$ cat src/sv/xdrle_pkg.sv
`timescale 1ns / 1ps
`default_nettype none
// ----------------------------------------------------------------------------
// XOR delta RLE decoder package
// Shared constants, reply codes and the result beat type.
// ----------------------------------------------------------------------------
package xdrle_pkg;

  localparam int unsigned MaxFrameBytes = 65536;
  localparam int unsigned StoreAw       = $clog2(MaxFrameBytes);
  localparam int unsigned PosW          = 17;
  localparam int unsigned ByteW         = 8;
  localparam int unsigned AddrW         = 16;

  localparam logic [PosW-1:0]  MaxFrameSize = PosW'(MaxFrameBytes);
  localparam logic [PosW-1:0]  FrameReset   = PosW'(65536);
  localparam logic [ByteW-1:0] ZeroRunLen   = ByteW'(255);

  localparam logic OpStream = 1'b0;
  localparam logic OpRead   = 1'b1;

  localparam logic KindRead = 1'b0;
  localparam logic KindDone = 1'b1;

  typedef struct packed {
    logic              reply_kind;
    logic [ByteW-1:0]  read_data;
    logic [PosW-1:0]   covered_count;
    logic              frame_short;
  } res_t;

endpackage
`default_nettype wire

$ cat src/sv/xdrle_out.sv
`timescale 1ns / 1ps
`default_nettype none
// ----------------------------------------------------------------------------
// XOR delta RLE decoder output stage
// Output register that holds a result beat until the receiver takes it.
// ----------------------------------------------------------------------------
module xdrle_out (
  input  wire logic                         clk_i,
  input  wire logic                         rst_ni,
  input  wire logic                         res_valid_i,
  input  wire xdrle_pkg::res_t              res_i,
  output logic                              res_stall_o,
  output logic                              out_valid_o,
  input  wire logic                         out_stall_i,
  output logic                              reply_kind_o,
  output logic      [xdrle_pkg::ByteW-1:0]  read_data_o,
  output logic      [xdrle_pkg::PosW-1:0]   covered_count_o,
  output logic                              frame_short_o
);
  import xdrle_pkg::*;

  logic out_vld_q, out_vld_d;
  res_t out_q;
  logic load;

  assign res_stall_o = out_vld_q && out_stall_i;
  assign load        = res_valid_i && !res_stall_o;
  assign out_vld_d   = load || (out_vld_q && out_stall_i);

  always_ff @(posedge clk_i or negedge rst_ni) begin
    if (!rst_ni) begin
      out_vld_q <= 1'b0;
    end else begin
      out_vld_q <= out_vld_d;
    end
  end

  always_ff @(posedge clk_i) begin
    if (load) begin
      out_q <= res_i;
    end
  end

  assign out_valid_o     = out_vld_q;
  assign reply_kind_o    = out_q.reply_kind;
  assign read_data_o     = out_q.read_data;
  assign covered_count_o = out_q.covered_count;
  assign frame_short_o   = out_q.frame_short;

endmodule
`default_nettype wire

$ cat config.mk
export PLATFORM = sky130hd
export DESIGN_NAME = xdrle_out
export DESIGN_NICKNAME = d
export VERILOG_FILES = /design/src/sv/xdrle_pkg.sv /design/src/sv/xdrle_out.sv
export SDC_FILE = /design/constraint.sdc
export NUM_CORES = 1
export LEC_CHECK = 0
export ABC_AREA = 1
export BUFFER_PORTS_ARGS = -buffer_cell sky130_fd_sc_hd__buf_2
export CAP_MARGIN = 10
export CORE_UTILIZATION = 39
export DETAILED_ROUTE_END_ITERATION = 12
export PLACE_DENSITY = 0.77
export SYNTH_ARGS = -nofsm -noshare
export SYNTH_HDL_FRONTEND = slang
export SYNTH_SLANG_ARGS = --single-unit
$ cat constraint.sdc
create_clock -name clk_i -period 2.34 [get_ports clk_i]
set_input_delay 0.468 -clock clk_i [delete_from_list [all_inputs] [get_ports clk_i]]
set_output_delay 0.468 -clock clk_i [all_outputs]
set_load 0.005 [all_outputs]
==> impl_results.md <==
* Crit-path leading delay family: flip-flops
* Gpl congestion at 0.623
* Maximum root-to-sink buffer count at 2
* Worst-path clk slew at 0.13 ns
* Remaining Overflow, GRT at 0
* Crit path required time at 1.87 ns
* DRT iter0 DRCs at 0
* Avg WL per Cell at 11.6 um
* Total track usage at 12.8%
* Final core utilization at 61.0%
* Post-synth top area cell: edfxtp_1
* Post-synth top area share at 94.7%
* Max rail drop VDD at 295 uV
* Commonest non-fill, non-tap cell in the layout: buf_2
* Global-route wire length before repair at 2.23 mm
* Fillers at 158
* Number of diodes at 0
* Clk_lat worst skew at 0.31 ns
* Flops & latches, synth at 28
* WS Path Type: register to output pin
* Hold WC Path Type: input port to register
* Register area share after synthesis at 97.7%
* Fin crit share at 62.8%
* Mapped Area at 856 um2
* Nets at 130
* Hpwl dp at 1.11 mm
* Starting Density at 42.3%
* Vias in the first global route at 483
* Final Instance Area at 0.00123 mm2
* Mapped Cells at 33
* Critical path buffer and inverter count at 2
* Area Growth Syn to Fin at 44.0%
* Hold_ws at 0.324 ns
* Synth warnings at 0
* Die H at 48.8 um
* TritonCTS clock tree: yes
* Final TNS setup at 0 ns
* Max Clk Rate at 0.681 GHz
* Ports at 60
* WL final at 1.46 mm
* Via/cell ratio at 4.19
* Distinct cells, synth at 5
* Initial antenna violation count at 0
* Highest-count cells in the layout ignoring fill and taps: buf_2, edfxtp_1, clkbuf_4
* Drt drc at 0
* Final hold viol count at 0
* Reg area at 836 um2
* Crit path DAT at 1.00 ns
* Critical Path Sink Type: output pin
* RSZ-0062 raised after global routing: false
* Cell Rows at 16
* Status: finished clean
* Port bufs at 59
* Largest cells by area after synthesis: edfxtp_1, dfrtp_1, inv_1
* Pwr/cell area at 685 mW/mm2
* Multi-input logic area at 16.3 um2
* Min Tclk post-route at 1.47 ns
* Leak at 0.000544 uW
* Via count at 524
* Worst Tran Pin Value at 0.324 ns
* Syn_nets at 64
* Max Slew Vio Count at 0
* Worst-path fanout max at 3
* H-tree Lvls at 1
* # clock sinks at 28
* Layout cells sized above 1 at 65.3%
* Slowest stage delay, CP at 0.43 ns
* DIE WIDTH at 48.8 um
* Critical path launch point type: register
* Die Footprint at 0.00239 mm2
* Slew HR at 78.4%
* Critical Path, Cell by Cell: nand2_1, inv_1, buf_2
* Final worst clock skew at 0.00212 ns
* Dpl cell area at 0.00120 mm2
* Largest net degree at the start of global routing at 28
* Root buffer cell: clkbuf_4
* Avg Cell Area, Syn at 25.9 um2
* Max-cap violation count at 0
* Detailed Routing Iterations Pass 1 at 1
* Slowest cell on the critical path: dfrtp_1
* Antenna-violating nets left at 0
* CTS buffer count at 3
* Setup-failing EPs final at 0
* Core area at 0.00202 mm2
==> registers in the layout, indices dropped and copies added (netlist names) <==
name             count
read_data_o          8
frame_short_o        1
covered_count_o     17
reply_kind_o         1
out_valid_o          1
==> layer usage <==
metal | share of wire, % | track usage [%] | up-vias
li1 | - | - | 256
met1 | 47 | 17.0 | 230
met2 | 46 | 21.1 | 38
met3 | 7.4 | 2.80 | 0
met4 | 0 | 4.41 | 0
met5 | 0 | 0 | -
==> repair_timing <==
action	in CTS	in global routing
endpoints found under the hold margin	1	0
gates resized for setup	0	0
buffers inserted	0	0
hold buffers	1	0
==> logic make-up (layout without fill, tap and decap cells) <==
family,count (synthesis),count (layout),share of synthesized area [%]
simple gates,2,2,0.878
flops,28,28,97.7
buf+inv,2,67,0.878
compound gates,1,1,0.584
==> cells in the mapped netlist <==
master / count
nand2_1: 2
a21oi_1: 1
dfrtp_1: 1
edfxtp_1: 27
inv_1: 2
==> final cells by class <==
class	instances	share of cell area [%]
clock buffer	3	1.83
sequential	28	67.8
timing repair buffer	61	25.4
clock inverter	1	0.305
inverter	2	0.609
tap	27	2.74
multi-input combinational	3	1.32
==> power breakdown <==
| part | internal, uW | switching, uW |
|---|---|---|
| combinational | 37.9 | 33.0 |
| clock | 62.2 | 122 |
| sequential | 582 | 6.85 |
==> metrics by stage <==
| stage | worst slack [ns] | instances | total power (uW) |
|---|---|---|---|
| floorplan | 0.0703 | 33 | 617 |
| global placement | 1.00 | 120 | 668 |
| detailed placement | 0.992 | 120 | 671 |
| CTS | 0.875 | 125 | 851 |
| global route | 0.827 | 125 | 882 |
| finish | 0.871 | 125 | 844 |
==> worst paths after layout <==
check | from | slack [ns] | to | depth (start not counted)
worst min register to register | out_valid_o$_DFF_PN0_ | 0.57 | out_valid_o$_DFF_PN0_ | 2
min in group asynchronous | rst_ni | 0.45 | out_valid_o$_DFF_PN0_ | 2
max in group asynchronous | rst_ni | 1.81 | out_valid_o$_DFF_PN0_ | 2
worst max register to register | out_valid_o$_DFF_PN0_ | 1.14 | read_data_o[2]$_DFFE_PP_ | 2
worst max-delay path | out_valid_o$_DFF_PN0_ | 0.87 | res_stall_o | 3
worst min-delay path | res_i[23] | 0.32 | read_data_o[5]$_DFFE_PP_ | 1
(Power assumes the default switching activity.)
