===== config.mk =====
export PLATFORM = sky130hd
export DESIGN_NAME = xdrle_ctrl
export DESIGN_NICKNAME = d
export VERILOG_FILES = /design/src/sv/xdrle_pkg.sv /design/src/sv/xdrle_ctrl.sv
export SDC_FILE = /design/constraint.sdc
export NUM_CORES = 1
export LEC_CHECK = 0
export BUFFER_PORTS_ARGS = -buffer_cell sky130_fd_sc_hd__clkbuf_2
export CAP_MARGIN = 20
export CORE_MARGIN = 8
export CORE_UTILIZATION = 60
export DETAILED_ROUTE_END_ITERATION = 10
export GPL_ROUTABILITY_DRIVEN = 0
export PLACE_DENSITY_LB_ADDON = 0.2
export SYNTH_ARGS = -nofsm -noshare
export SYNTH_HDL_FRONTEND = slang
export SYNTH_SLANG_ARGS = --single-unit

===== constraint.sdc =====
create_clock -name clk_i -period 12.72 [get_ports clk_i]
set_input_delay 0.636 -clock clk_i [delete_from_list [all_inputs] [get_ports clk_i]]
set_output_delay 0.636 -clock clk_i [all_outputs]
set_load 0.02 [all_outputs]

===== src/sv/xdrle_pkg.sv =====
`timescale 1ns / 1ps
`default_nettype none
// ----------------------------------------------------------------------------
// XOR delta RLE decoder package
// Shared constants, reply codes and the result beat type.
// ----------------------------------------------------------------------------
package xdrle_pkg;

  localparam int unsigned MaxFrameBytes = 65536;
  localparam int unsigned StoreAw       = $clog2(MaxFrameBytes);
  localparam int unsigned PosW          = 17;
  localparam int unsigned ByteW         = 8;
  localparam int unsigned AddrW         = 16;

  localparam logic [PosW-1:0]  MaxFrameSize = PosW'(MaxFrameBytes);
  localparam logic [PosW-1:0]  FrameReset   = PosW'(65536);
  localparam logic [ByteW-1:0] ZeroRunLen   = ByteW'(255);

  localparam logic OpStream = 1'b0;
  localparam logic OpRead   = 1'b1;

  localparam logic KindRead = 1'b0;
  localparam logic KindDone = 1'b1;

  typedef struct packed {
    logic              reply_kind;
    logic [ByteW-1:0]  read_data;
    logic [PosW-1:0]   covered_count;
    logic              frame_short;
  } res_t;

endpackage
`default_nettype wire


===== src/sv/xdrle_ctrl.sv =====
`timescale 1ns / 1ps
`default_nettype none
// ----------------------------------------------------------------------------
// XOR delta RLE decoder sequencer
// Pairs count and value bytes, runs the read-modify-write loop over the
// frame RAM, serves reads and builds the result beats.
// ----------------------------------------------------------------------------
module xdrle_ctrl (
  input  wire logic                           clk_i,
  input  wire logic                           rst_ni,
  input  wire logic                           in_valid_i,
  output logic                                in_stall_o,
  input  wire logic                           operation_i,
  input  wire logic [xdrle_pkg::ByteW-1:0]    stream_byte_i,
  input  wire logic                           end_of_frame_i,
  input  wire logic [xdrle_pkg::AddrW-1:0]    read_address_i,
  input  wire logic                           cfg_we_i,
  input  wire logic [xdrle_pkg::PosW-1:0]     cfg_wdata_i,
  output logic                                res_valid_o,
  output xdrle_pkg::res_t                     res_o,
  input  wire logic                           res_stall_i,
  output logic                                ram_we_o,
  output logic      [xdrle_pkg::StoreAw-1:0]  ram_waddr_o,
  output logic      [xdrle_pkg::ByteW-1:0]    ram_wdata_o,
  output logic                                ram_re_o,
  output logic      [xdrle_pkg::StoreAw-1:0]  ram_raddr_o,
  input  wire logic [xdrle_pkg::ByteW-1:0]    ram_rdata_i
);
  import xdrle_pkg::*;

  localparam logic [1:0] StIdle = 2'd0;
  localparam logic [1:0] StRead = 2'd1;
  localparam logic [1:0] StRun  = 2'd2;

  logic [1:0]         state_q, state_d;
  logic [PosW-1:0]    cfg_q;
  logic [PosW-1:0]    pos_q, pos_d;
  logic [PosW-1:0]    hwm_q, hwm_d;
  logic [ByteW-1:0]   held_q, held_d;
  logic               held_vld_q, held_vld_d;
  logic [ByteW-1:0]   val_q, val_d;
  logic [ByteW-1:0]   rem_q, rem_d;
  logic               last_q, last_d;
  logic               fresh_q, fresh_d;
  logic               wr_pend_q, wr_pend_d;
  logic [StoreAw-1:0] wr_addr_q, wr_addr_d;
  logic               res_vld_q, res_vld_d;
  res_t               res_q, res_d;

  logic [PosW-1:0]    limit;
  logic [ByteW-1:0]   old_byte;
  logic               accept;
  logic               issue;
  res_t               done_res;

  assign limit      = (cfg_q > MaxFrameSize) ? MaxFrameSize : cfg_q;
  assign old_byte   = fresh_q ? '0 : ram_rdata_i;
  assign in_stall_o = (state_q != StIdle) || res_vld_q;
  assign accept     = in_valid_i && !in_stall_o;
  assign issue      = (rem_q != '0) && (pos_q < limit);

  assign done_res.reply_kind    = KindDone;
  assign done_res.read_data     = '0;
  assign done_res.covered_count = pos_q;
  assign done_res.frame_short   = pos_q < limit;

  assign ram_we_o    = wr_pend_q;
  assign ram_waddr_o = wr_addr_q;
  assign ram_wdata_o = old_byte ^ val_q;

  assign res_valid_o = res_vld_q;
  assign res_o       = res_q;

  always_comb begin
    state_d    = state_q;
    pos_d      = pos_q;
    hwm_d      = hwm_q;
    held_d     = held_q;
    held_vld_d = held_vld_q;
    val_d      = val_q;
    rem_d      = rem_q;
    last_d     = last_q;
    fresh_d    = fresh_q;
    wr_pend_d  = 1'b0;
    wr_addr_d  = wr_addr_q;
    res_vld_d  = res_vld_q && res_stall_i;
    res_d      = res_q;
    ram_re_o   = 1'b0;
    ram_raddr_o = read_address_i[StoreAw-1:0];

    unique case (state_q)
      StIdle: begin
        if (accept) begin
          if (operation_i == OpRead) begin
            ram_re_o = 1'b1;
            fresh_d  = {1'b0, read_address_i} >= hwm_q;
            state_d  = StRead;
          end else if (!held_vld_q) begin
            held_d     = stream_byte_i;
            held_vld_d = !end_of_frame_i;
            if (end_of_frame_i) begin
              held_d    = '0;
              res_vld_d = 1'b1;
              res_d     = done_res;
              pos_d     = '0;
            end
          end else begin
            val_d      = stream_byte_i;
            rem_d      = (held_q == '0) ? ZeroRunLen : held_q;
            last_d     = end_of_frame_i;
            held_d     = '0;
            held_vld_d = 1'b0;
            state_d    = StRun;
          end
        end
      end
      StRead: begin
        res_vld_d            = 1'b1;
        res_d.reply_kind     = KindRead;
        res_d.read_data      = old_byte;
        res_d.covered_count  = '0;
        res_d.frame_short    = 1'b0;
        state_d              = StIdle;
      end
      StRun: begin
        if (issue) begin
          ram_re_o    = 1'b1;
          ram_raddr_o = pos_q[StoreAw-1:0];
          fresh_d     = pos_q >= hwm_q;
          if (pos_q >= hwm_q) begin
            hwm_d = pos_q + PosW'(1);
          end
          pos_d     = pos_q + PosW'(1);
          rem_d     = rem_q - ByteW'(1);
          wr_pend_d = 1'b1;
          wr_addr_d = pos_q[StoreAw-1:0];
        end else begin
          state_d = StIdle;
          if (last_q) begin
            res_vld_d = 1'b1;
            res_d     = done_res;
            pos_d     = '0;
          end
        end
      end
      default: begin
        state_d = StIdle;
      end
    endcase
  end

  always_ff @(posedge clk_i or negedge rst_ni) begin
    if (!rst_ni) begin
      state_q    <= StIdle;
      cfg_q      <= FrameReset;
      pos_q      <= '0;
      hwm_q      <= '0;
      held_q     <= '0;
      held_vld_q <= 1'b0;
      wr_pend_q  <= 1'b0;
      res_vld_q  <= 1'b0;
    end else begin
      state_q    <= state_d;
      pos_q      <= pos_d;
      hwm_q      <= hwm_d;
      held_q     <= held_d;
      held_vld_q <= held_vld_d;
      wr_pend_q  <= wr_pend_d;
      res_vld_q  <= res_vld_d;
      if (cfg_we_i) begin
        cfg_q <= cfg_wdata_i;
      end
    end
  end

  always_ff @(posedge clk_i) begin
    val_q     <= val_d;
    rem_q     <= rem_d;
    last_q    <= last_d;
    fresh_q   <= fresh_d;
    wr_addr_q <= wr_addr_d;
    res_q     <= res_d;
  end

endmodule
`default_nettype wire


==> results of run 1 <==
[state kept, by name, summed over array words and instances, names as in the netlist, 2 cells and up]
name         count
res_o           27
cfg_q           17
hwm_q           17
pos_q           17
ram_waddr_o     16
held_q           8
rem_q            8
val_q            8
state_q          2
[cell usage in the layout (no fill, tap or decap), types with 7 or more instances in the layout]
cell type / count
and3_1: 8
xnor2_1: 18
clkbuf_16: 16
and2_1: 19
a21oi_1: 32
edfxtp_1: 61
ha_1: 52
nor4_1: 7
nand3_1: 23
a21o_1: 11
inv_1: 26
mux2_2: 20
nor2_1: 30
clkbuf_2: 126
nand2b_1: 14
nor3_1: 11
o21ai_0: 9
dfrtp_1: 63
nand4_1: 11
nand2_1: 94
[final cells by class]
cell class | count | area (µm²) | area share
Clock inverter | 12 | 170.2 | 0.02127
Timing Repair Buffer | 131 | 668.1 | 0.08350
Sequential cell | 125 | 3435 | 0.4292
Clock buffer | 20 | 435.4 | 0.05442
Tap cell | 140 | 175.2 | 0.02189
Inverter | 28 | 107.6 | 0.01345
Multi-Input combinational cell | 435 | 3010 | 0.3762
[worst max-delay path: cells and delay by family, from the launching register on]
| family | cells | cell delay, ns |
|---|---|---|
| compound gates | 3 | 0.98 |
| buf+inv | 2 | 0.84 |
| fa+ha+maj | 1 | 0.31 |
| simple gates | 6 | 1.17 |
| flops | 1 | 0.41 |
[worst paths after layout]
kind                                   end  slack (ns)  depth (start not counted)
max reg2reg                      hwm_q[15]        8.58                         11
max                        ram_raddr_o[13]        7.81                         12
min reg2reg                      hwm_q[10]        0.49                          1
max in group asynchronous        held_q[5]       11.88                          2
min                               ram_we_o        0.28                          2
min in group clk_i                val_q[2]        0.29                          1
[per-layer routing]
layer	GRT usage	wire [µm]
met3	0.06142	1282
met2	0.3944	8503
met4	0.1342	636
met1	0.2640	6436
met5	0	0
[through the flow]
| stage | instance area, µm² | total power (W) | hold WS [ns] | cells | util |
|---|---|---|---|---|---|
| finish | 8001 | 0.001752 | 0.2784 | 891 | 0.7381 |
| global route | 8001 | 0.001843 | 0.2832 | 891 | 0.7381 |
| CTS | 8001 | 0.001759 | 0.2640 | 891 | 0.7381 |
| detailed placement | 7396 | 0.001257 | 0.4819 | 859 | 0.6822 |
| global placement | 7396 | 0.001229 | 0.4799 | 859 | 0.6822 |
| floorplan | 6653 | 0.001057 | 0.3404 | 609 | - |
[kinds of logic (layout without fill, tap and decap cells)]
kind of cell / Yosys count / count (layout)
adder cells (fa/ha/maj): 52 / 52
multiplexers: 29 / 29
XOR/XNOR: 24 / 24
buffers and inverters: 49 / 191
AND/OR/NAND/NOR: 243 / 243
AO/OA/AOI/OAI: 87 / 87
flip-flops: 125 / 125
[report_power, final]
part,total (W),switching (W),internal [W]
Sequential,0.000647,0.0000787,0.000568
Combinational,0.000607,0.000398,0.000209
Clock,0.000498,0.000176,0.000322
==> impl_metrics.env, run 1 <==
export IMPL_grt_ovfl_total=0
export IMPL_synthMostInstantiatedCell="nand2_1"
export IMPL_port_buffers=126
export IMPL_total_leakage_power_nw=3.769
export IMPL_async_flop_share=0.5120
export IMPL_peakVddDrop_mv=0.1537
export IMPL_synth_largest_area_cell="edfxtp_1"
export IMPL_cts_path_max_buffers=2
export IMPL_routed_wl_um=16860
export IMPL_syn_to_final_growth_pct=20.27
export IMPL_synthAdderAreaFrac=0.09780
export IMPL_synth_area_mux_share=0.04815
export IMPL_arrival_ns=4.28
export IMPL_synth_top_family_by_area="simple AND/OR/NAND/NOR gates"
export IMPL_syn_instance_count=609
export IMPL_avgSynthCellArea_um2=10.92
export IMPL_slew_limit_headroom=0.4340
export IMPL_antenna_cells=0
export IMPL_ys_seq_area_frac=0.5163
export IMPL_cts_buffers=17
export IMPL_grt_pass1_wl_um=26850
export IMPL_synth_fp_nets=717
export IMPL_finClkSkew_ns=0.01092
export IMPL_synth_simple_area_share=0.1836
export IMPL_ant_nets=0
export IMPL_drtIter0Drc=412
export IMPL_cts_sinks=125
export IMPL_ios=127
export IMPL_core_area_mm2=0.01084
export IMPL_hold_path_class="input port to async pin"
export IMPL_powerDensity_mw_per_mm2=219.0
export IMPL_worstPathCellList="nor4_1 -> a41o_1 -> nand2_1 -> ha_1 -> a21oi_1 -> nand2_1 -> a221oi_1 -> nand4_4 -> inv_4 -> nand2_1 -> nand2_1 -> clkbuf_2"
export IMPL_fillers=761
export IMPL_start_util=0.6137
export IMPL_synth_top_area_frac=0.2753
export IMPL_wl_per_cell_um=18.92
export IMPL_maxSlewViolCount=0
export IMPL_r2r_start="cfg_q[0]"
export IMPL_synth_compound_area_frac=0.09046
export IMPL_post_cts_buffers=0
export IMPL_dp_hpwl_um=12130
export IMPL_worstSetupEndpointType="primary output"
export IMPL_clk_pin_slew_ns=0.06
export IMPL_netlist_area_mm2=0.006653
export IMPL_clockRootBuffer="clkbuf_8"
export IMPL_track_usage=0.2340
export IMPL_die_h_um=121.3
export IMPL_synth_common_cells="94 x nand2_1, 63 x dfrtp_1, 61 x edfxtp_1"
export IMPL_cts_resized=0
export IMPL_crit_type="register to primary output"
export IMPL_ys_types=64
export IMPL_tns_ns=0
export IMPL_grt_pass1_vias=5386
export IMPL_drv_cap=0
export IMPL_tightest_slew_ns=0.8490
export IMPL_drc=0
export IMPL_die_area_mm2=0.01471
export IMPL_crit_path_start_kind="register"
export IMPL_drive_above_1_share=0.2623
export IMPL_cts_tree="built"
export IMPL_place_ws_ns=8.374
export IMPL_rsz0062_at_grt="no"
export IMPL_layout_nets=846
export IMPL_outcome="complete, no violations"
export IMPL_fmax_mhz=203.5
export IMPL_synth_edf_count=61
export IMPL_cp_slowest_cell="inv_4"
export IMPL_synth_area_top_cells="edfxtp_1 28%, dfrtp_1 24%, ha_1 9.8%"
export IMPL_required_ns=12.08
export IMPL_setup_ws_ns=7.806
export IMPL_finalHoldViolCount=0
export IMPL_antenna_found_initial=0
export IMPL_cts_hold_fix_buffers=0
export IMPL_finalSetupViolations=0
export IMPL_first_pass_iters=5
export IMPL_synthXorXnorAreaFrac=0.03160
export IMPL_yosys_warnings=0
export IMPL_cpPeakStageDelay_ns=0.66
export IMPL_grt_max_degree=65
export IMPL_vias=5293
export IMPL_finalCriticalPeriod_ns=4.914
export IMPL_clk_latency_ns=0.54
export IMPL_synth_ff_type="dfrtp_1"
export IMPL_fp_dieW_um=121.3
export IMPL_via_per_inst=5.941
export IMPL_rows=38
export IMPL_critPathMaxFanout=59
export IMPL_min_period_over_period=0.3863
export IMPL_ys_ff_latch=125
export IMPL_startpoint="cfg_q[0]"
export IMPL_htree_levels=4
export IMPL_critPathMostFrequentCell="nand2_1"
Note: power is estimated with default switching activity, not from simulation.
==> run 2: changes to the inputs <==
--- a/config.mk
+++ b/config.mk
@@ -8,7 +8,7 @@
 export BUFFER_PORTS_ARGS = -buffer_cell sky130_fd_sc_hd__clkbuf_2
 export CAP_MARGIN = 20
 export CORE_MARGIN = 8
-export CORE_UTILIZATION = 60
+export CORE_UTILIZATION = 56
 export DETAILED_ROUTE_END_ITERATION = 10
 export GPL_ROUTABILITY_DRIVEN = 0
 export PLACE_DENSITY_LB_ADDON = 0.2
==> constraint.sdc (replaced) <==
create_clock -name clk_i -period 5 [get_ports clk_i]
set_input_delay 0.25 -clock clk_i [delete_from_list [all_inputs] [get_ports clk_i]]
set_output_delay 0.25 -clock clk_i [all_outputs]
set_load 0.02 [all_outputs]
==> run 2 against run 1 <==
Clock skew fell by 0.0030 ns. Wire length fell by 3.3%. Hold slack got worse by 0.27 ns. Core utilization fell by 5.8 points. First-iteration DRC count fell by 37%. Final cell count rose by 0.79%. Die area rose by 6.2%. Sequential power rose to 2.6 times the previous value. Critical endpoint is now ram_raddr_o[0]. Largest cell class unchanged. Largest power group unchanged.
==> impl_metrics.env, run 2 (synthesized netlist as in run 1, its figures left out) <==
export IMPL_crit_type="register to primary output"
export IMPL_track_usage=0.2130
export IMPL_dp_hpwl_um=11870
export IMPL_largest_reg_flops=27
export IMPL_finalCriticalPeriod_ns=4.225
export IMPL_port_buffers=126
export IMPL_cts_resized=0
export IMPL_via_per_inst=5.675
export IMPL_powerDensity_mw_per_mm2=555.5
export IMPL_clockRootBuffer="clkbuf_16"
export IMPL_drive_above_1_share=0.2650
export IMPL_htree_levels=4
export IMPL_antenna_cells=0
export IMPL_core_area_mm2=0.01181
export IMPL_clk_latency_ns=0.42
export IMPL_arrival_ns=3.98
export IMPL_drc=0
export IMPL_wl_per_cell_um=18.14
export IMPL_grt_ovfl_total=0
export IMPL_drv_cap=0
export IMPL_syn_to_final_growth_pct=20.78
export IMPL_ios=127
export IMPL_rows=40
export IMPL_tns_ns=0
export IMPL_min_period_over_period=0.8451
export IMPL_worstSetupEndpointType="primary output"
export IMPL_routed_wl_um=16290
export IMPL_ant_nets=0
export IMPL_grt_max_degree=65
export IMPL_required_ns=4.75
export IMPL_cts_buffers=17
export IMPL_antenna_found_initial=0
export IMPL_first_pass_iters=5
export IMPL_fmax_mhz=236.7
export IMPL_cts_hold_fix_buffers=0
export IMPL_die_h_um=125.0
export IMPL_maxSlewViolCount=0
export IMPL_crit_path_start_kind="register"
export IMPL_start_util=0.5632
export IMPL_drtIter0Drc=261
export IMPL_fillers=902
export IMPL_finalHoldViolCount=0
export IMPL_post_cts_buffers=0
export IMPL_tightest_slew_ns=0.9877
export IMPL_final_common_cell="clkbuf_2"
export IMPL_clk_pin_slew_ns=0.06
export IMPL_cts_tree="built"
export IMPL_outcome="complete, no violations"
export IMPL_vias=5096
export IMPL_slew_limit_headroom=0.3415
export IMPL_hold_path_class="input port to async pin"
export IMPL_mostFrequentLayoutCells="126 x clkbuf_2, 94 x nand2_1, 63 x dfrtp_1"
export IMPL_layout_nets=846
export IMPL_cts_path_max_buffers=2
export IMPL_peakVddDrop_mv=0.3789
export IMPL_grt_pass1_wl_um=26680
export IMPL_rsz0062_at_grt="no"
export IMPL_power_w=0.004464
export IMPL_die_area_mm2=0.01562
export IMPL_finClkSkew_ns=0.007962
export IMPL_critPathMaxFanout=59
export IMPL_cts_sinks=125
export IMPL_grt_pass1_vias=5327
export IMPL_fp_dieW_um=125.0
export IMPL_finalSetupViolations=0
export IMPL_total_leakage_power_nw=3.778
==> run 2: cell count changes in the layout (fill, tap and decap cells not counted), sizes merged <==
cell	previous run	this run
inv	27	31
clkbuf	146	144
bufinv	4	3
clkinvlp	1	0
==> run 2: through the flow <==
step	cells	instance area [µm²]	hold WS (ns)	worst slack (ns)	utilization
after detailed placement	866	7413	0.4446	1.125	0.6276
after floorplan	609	6653	-0.04559	0.9753	-
after CTS	898	8035	0.005255	0.7867	0.6803
after global routing	898	8035	0.009078	0.5555	0.6803
after global placement	866	7413	0.4483	1.263	0.6276
final	898	8035	0.004115	0.7745	0.6803
==> run 2: cell type report <==
| cell class | instances | area [µm²] | area share |
|---|---|---|---|
| clock buffer | 18 | 439.2 | 0.05466 |
| clock inverter | 14 | 182.7 | 0.02273 |
| inverter | 28 | 107.6 | 0.01339 |
| multi-input combinational | 435 | 3019 | 0.3757 |
| sequential | 125 | 3435 | 0.4274 |
| tap | 147 | 183.9 | 0.02289 |
| timing repair buffer | 131 | 668.1 | 0.08315 |
==> run 2: path summary, 6_finish.rpt <==
kind | start | to | slack, ns | cells past startpoint
max in group asynchronous | rst_ni | pos_q[6] | 4.43 | 2
worst max register to register | cfg_q[0] | hwm_q[11] | 1.04 | 12
worst max-delay path | cfg_q[0] | ram_raddr_o[0] | 0.77 | 13
worst min register to register | hwm_q[10] | hwm_q[10] | 0.49 | 1
min in group clk_i | stream_byte_i[4] | val_q[4] | 0.02 | 1
worst min-delay path | rst_ni | held_q[4] | 0.004 | 2
==> run 2: metal layers <==
metal  part of all wire  vias up  track usage
li1                   -     2455            -
met1               0.40     2441       0.2384
met3              0.055       39      0.05567
met2               0.51      161       0.3762
met4              0.027        0      0.09169
met5                  0        -            0
==> run 2: report_power, final <==
part	leakage, nW	internal, W	switching [W]
registers	1.40	0.00145	0.000222
logic	2.07	0.000526	0.000984
clock network	0.306	0.000806	0.000477
total	3.78	0.00278	0.00168
==> run 2: worst max-delay path, cell delays in order, from the launching register on <==
cell and delay [ns]:
dfrtp_1 0.40, nor4_1 0.37, a41o_1 0.37, nand2_1 0.09
ha_1 0.32, a21oi_1 0.16, nand2_1 0.06, a221oi_1 0.47
nand4_4 0.12, buf_4 0.26, inv_4 0.51, nand2_1 0.10
o21ai_1 0.10, clkbuf_2 0.19
==> run 3: changes to the inputs <==
--- a/config.mk
+++ b/config.mk
@@ -5,10 +5,11 @@
 export SDC_FILE = /design/constraint.sdc
 export NUM_CORES = 1
 export LEC_CHECK = 0
+export ABC_AREA = 1
 export BUFFER_PORTS_ARGS = -buffer_cell sky130_fd_sc_hd__clkbuf_2
 export CAP_MARGIN = 20
 export CORE_MARGIN = 8
-export CORE_UTILIZATION = 56
+export CORE_UTILIZATION = 57
 export DETAILED_ROUTE_END_ITERATION = 10
 export GPL_ROUTABILITY_DRIVEN = 0
 export PLACE_DENSITY_LB_ADDON = 0.2
==> constraint.sdc (replaced) <==
create_clock -name clk_i -period 3.9 [get_ports clk_i]
set_input_delay 0.195 -clock clk_i [delete_from_list [all_inputs] [get_ports clk_i]]
set_output_delay 0.195 -clock clk_i [all_outputs]
set_load 0.02 [all_outputs]
==> run 3 against run 2 <==
Wire length grew 7.0%. Register-to-register slack lost 0.29 ns. Sequential cell count is the same. Via count grew 14%. Largest power group is now combinational logic.
==> impl_metrics.env, run 3 <==
export IMPL_ios=127
export IMPL_r2r_cells=17
export IMPL_required_ns=3.70
export IMPL_fp_dieW_um=127.1
export IMPL_slew_limit_headroom=0.4894
export IMPL_finalCriticalPeriod_ns=3.440
export IMPL_rows=40
export IMPL_grt_pass1_vias=5701
export IMPL_hold_path_class="input port to register"
export IMPL_synth_fp_nets=897
export IMPL_grt_pass1_wl_um=28180
export IMPL_clockRootBuffer="clkbuf_16"
export IMPL_cts_buffers=17
export IMPL_ys_seq_area_frac=0.4883
export IMPL_finalSetupViolations=0
export IMPL_post_cts_buffers=0
export IMPL_finClkSkew_ns=0.007597
export IMPL_layout_nets=1048
export IMPL_worstHoldStart="cfg_wdata_i[13]"
export IMPL_mostFrequentLayoutCells="232 x nand2_1, 126 x clkbuf_2, 95 x inv_1"
export IMPL_setup_ws_ns=0.4600
export IMPL_reg2reg_to="ram_waddr_o[10]"
export IMPL_worstSetupEndpointType="primary output"
export IMPL_crit_path_start_kind="register"
export IMPL_timing_hold_ws_ns=0.009064
export IMPL_r2r_start="cfg_q[8]"
export IMPL_cts_path_max_buffers=2
export IMPL_largest_reg_flops=27
export IMPL_tightest_slew_ns=0.7630
export IMPL_maxSlewViolCount=0
export IMPL_drive_above_1_share=0.2151
export IMPL_die_area_mm2=0.01615
export IMPL_rrSetupSlack_ns=0.75
export IMPL_synthMostInstantiatedCell="nand2_1"
export IMPL_rsz0062_at_grt="no"
export IMPL_clk_latency_ns=0.41
export IMPL_synth_ff_type="dfrtp_1"
export IMPL_core_area_mm2=0.01201
export IMPL_yosys_warnings=0
export IMPL_avgSynthCellArea_um2=8.915
export IMPL_synth_common_cells="232 x nand2_1, 95 x inv_1, 76 x nor2_1"
export IMPL_hold_path_end="cfg_q[13]"
export IMPL_ys_types=40
export IMPL_grt_max_degree=37
export IMPL_start_util=0.5856
export IMPL_first_pass_iters=5
export IMPL_track_usage=0.2183
export IMPL_min_period_over_period=0.8821
export IMPL_powerDensity_mw_per_mm2=856.5
export IMPL_grt_ovfl_total=0
export IMPL_crit_type="register to primary output"
export IMPL_arrival_ns=3.25
export IMPL_syn_to_final_growth_pct=21.36
export IMPL_dp_hpwl_um=12670
export IMPL_routed_wl_um=17440
export IMPL_syn_instance_count=789
export IMPL_tns_ns=0
export IMPL_ant_nets=0
export IMPL_wl_per_cell_um=15.85
export IMPL_async_flop_share=0.5120
export IMPL_ys_ff_latch=125
export IMPL_cts_sinks=125
export IMPL_antenna_cells=0
export IMPL_finalHoldViolCount=0
export IMPL_outcome="complete, no violations"
export IMPL_final_common_cell="nand2_1"
export IMPL_startpoint="cfg_q[8]"
export IMPL_drc=0
export IMPL_clk_pin_slew_ns=0.06
export IMPL_synth_edf_count=61
export IMPL_die_h_um=127.1
export IMPL_critPathMaxFanout=18
export IMPL_fmax_mhz=290.7
export IMPL_antenna_found_initial=0
export IMPL_total_leakage_power_nw=4.274
export IMPL_drtIter0Drc=509
export IMPL_synth_area_top_cells="edfxtp_1 26%, dfrtp_1 22%, nand2_1 12%"
export IMPL_vias=5816
export IMPL_synth_top_area_frac=0.2604
export IMPL_port_buffers=126
export IMPL_place_ws_ns=0.6760
export IMPL_hold_path_depth=2
export IMPL_netlist_area_mm2=0.007034
export IMPL_peakVddDrop_mv=0.4576
export IMPL_synth_largest_area_cell="edfxtp_1"
export IMPL_drv_cap=0
export IMPL_via_per_inst=5.287
export IMPL_cts_tree="built"
export IMPL_htree_levels=4
## run 3: cell types whose count changed in the layout (fill, tap and decap cells not counted), moves of 13 or more
| cell | change |
|---|---|
| nand2_1 | +138 |
| a21oi_1 | -14 |
| inv_1 | +69 |
| o21ai_0 | +19 |
| o21ai_1 | +13 |
| nor2_1 | +46 |
| and2_1 | -19 |
| nand2b_1 | -14 |
## run 3: critical path, cell delays in order, from the launching register on
cell	delay [ns]
dfrtp_1	0.41
nor2_1	0.11
nand2_1	0.06
nor2_1	0.10
nand2_1	0.10
nand2_4	0.17
nand2_1	0.09
ha_1	0.30
nand2_1	0.09
inv_1	0.05
nand2_1	0.05
nand2_1	0.04
nand2_1	0.05
nand2_1	0.06
a21oi_1	0.25
nand3_4	0.17
nor2_8	0.30
nand2_1	0.15
nand2_1	0.10
inv_1	0.04
clkbuf_2	0.14
## run 3: area by class of cell
class	count	area, µm²
timing repair buffer	147	815.8
fill	940	3475
sequential	125	3435
multi-input combinational	551	3131
clock inverter	14	175.2
tap	147	183.9
clock buffer	18	429.2
inverter	98	367.9
## run 3: repair_timing
action                                 in CTS  in global routing
gates resized for setup                     0                  1
endpoints found under the hold margin      37                  0
setup endpoints to repair                   0                  3
hold buffers                               11                  0
## run 3: worst max-delay path by stage
stage,endpoint,cells after the start
after floorplan,res_o[0],19
after global placement,rem_q[5],15
after detailed placement,rem_q[1],18
after CTS,ram_raddr_o[0],20
after global routing,ram_raddr_o[0],18
final,ram_raddr_o[0],20
## run 3: power by group
group          switching, W  internal, W  leakage [nW]
Sequential         0.000304      0.00193          1.41
Clock              0.000564      0.00106         0.294
Combinational       0.00239      0.00107          2.57
## run 3: cells by family (layout without fill, tap and decap cells)
kind of cell / count (synthesis) / after routing / share of synthesized area
compound gates: 74 / 74 / 0.05639
xor+xnor: 24 / 24 / 0.02988
fa+ha+maj: 52 / 52 / 0.09249
buf+inv: 114 / 277 / 0.06919
flops: 125 / 125 / 0.4883
mux: 15 / 15 / 0.02401
simple gates: 385 / 386 / 0.2398
## run 3: layer usage
metal	vias to the layer above	global-route usage	wire length, µm
met2	225	0.3407	7733
met1	2679	0.2949	7914
li1	2888	-	-
met3	24	0.05200	1483
met5	-	0	0
met4	0	0.06718	303
## run 3: through the flow
stage	instance area (µm²)	power, W	cells	utilization
CTS	8512	0.007269	1098	0.7086
floorplan	7034	0.004948	789	-
detailed placement	7797	0.005590	1055	0.6492
global route	8537	0.007829	1100	0.7107
global placement	7797	0.005522	1055	0.6492
finish	8537	0.007312	1100	0.7107
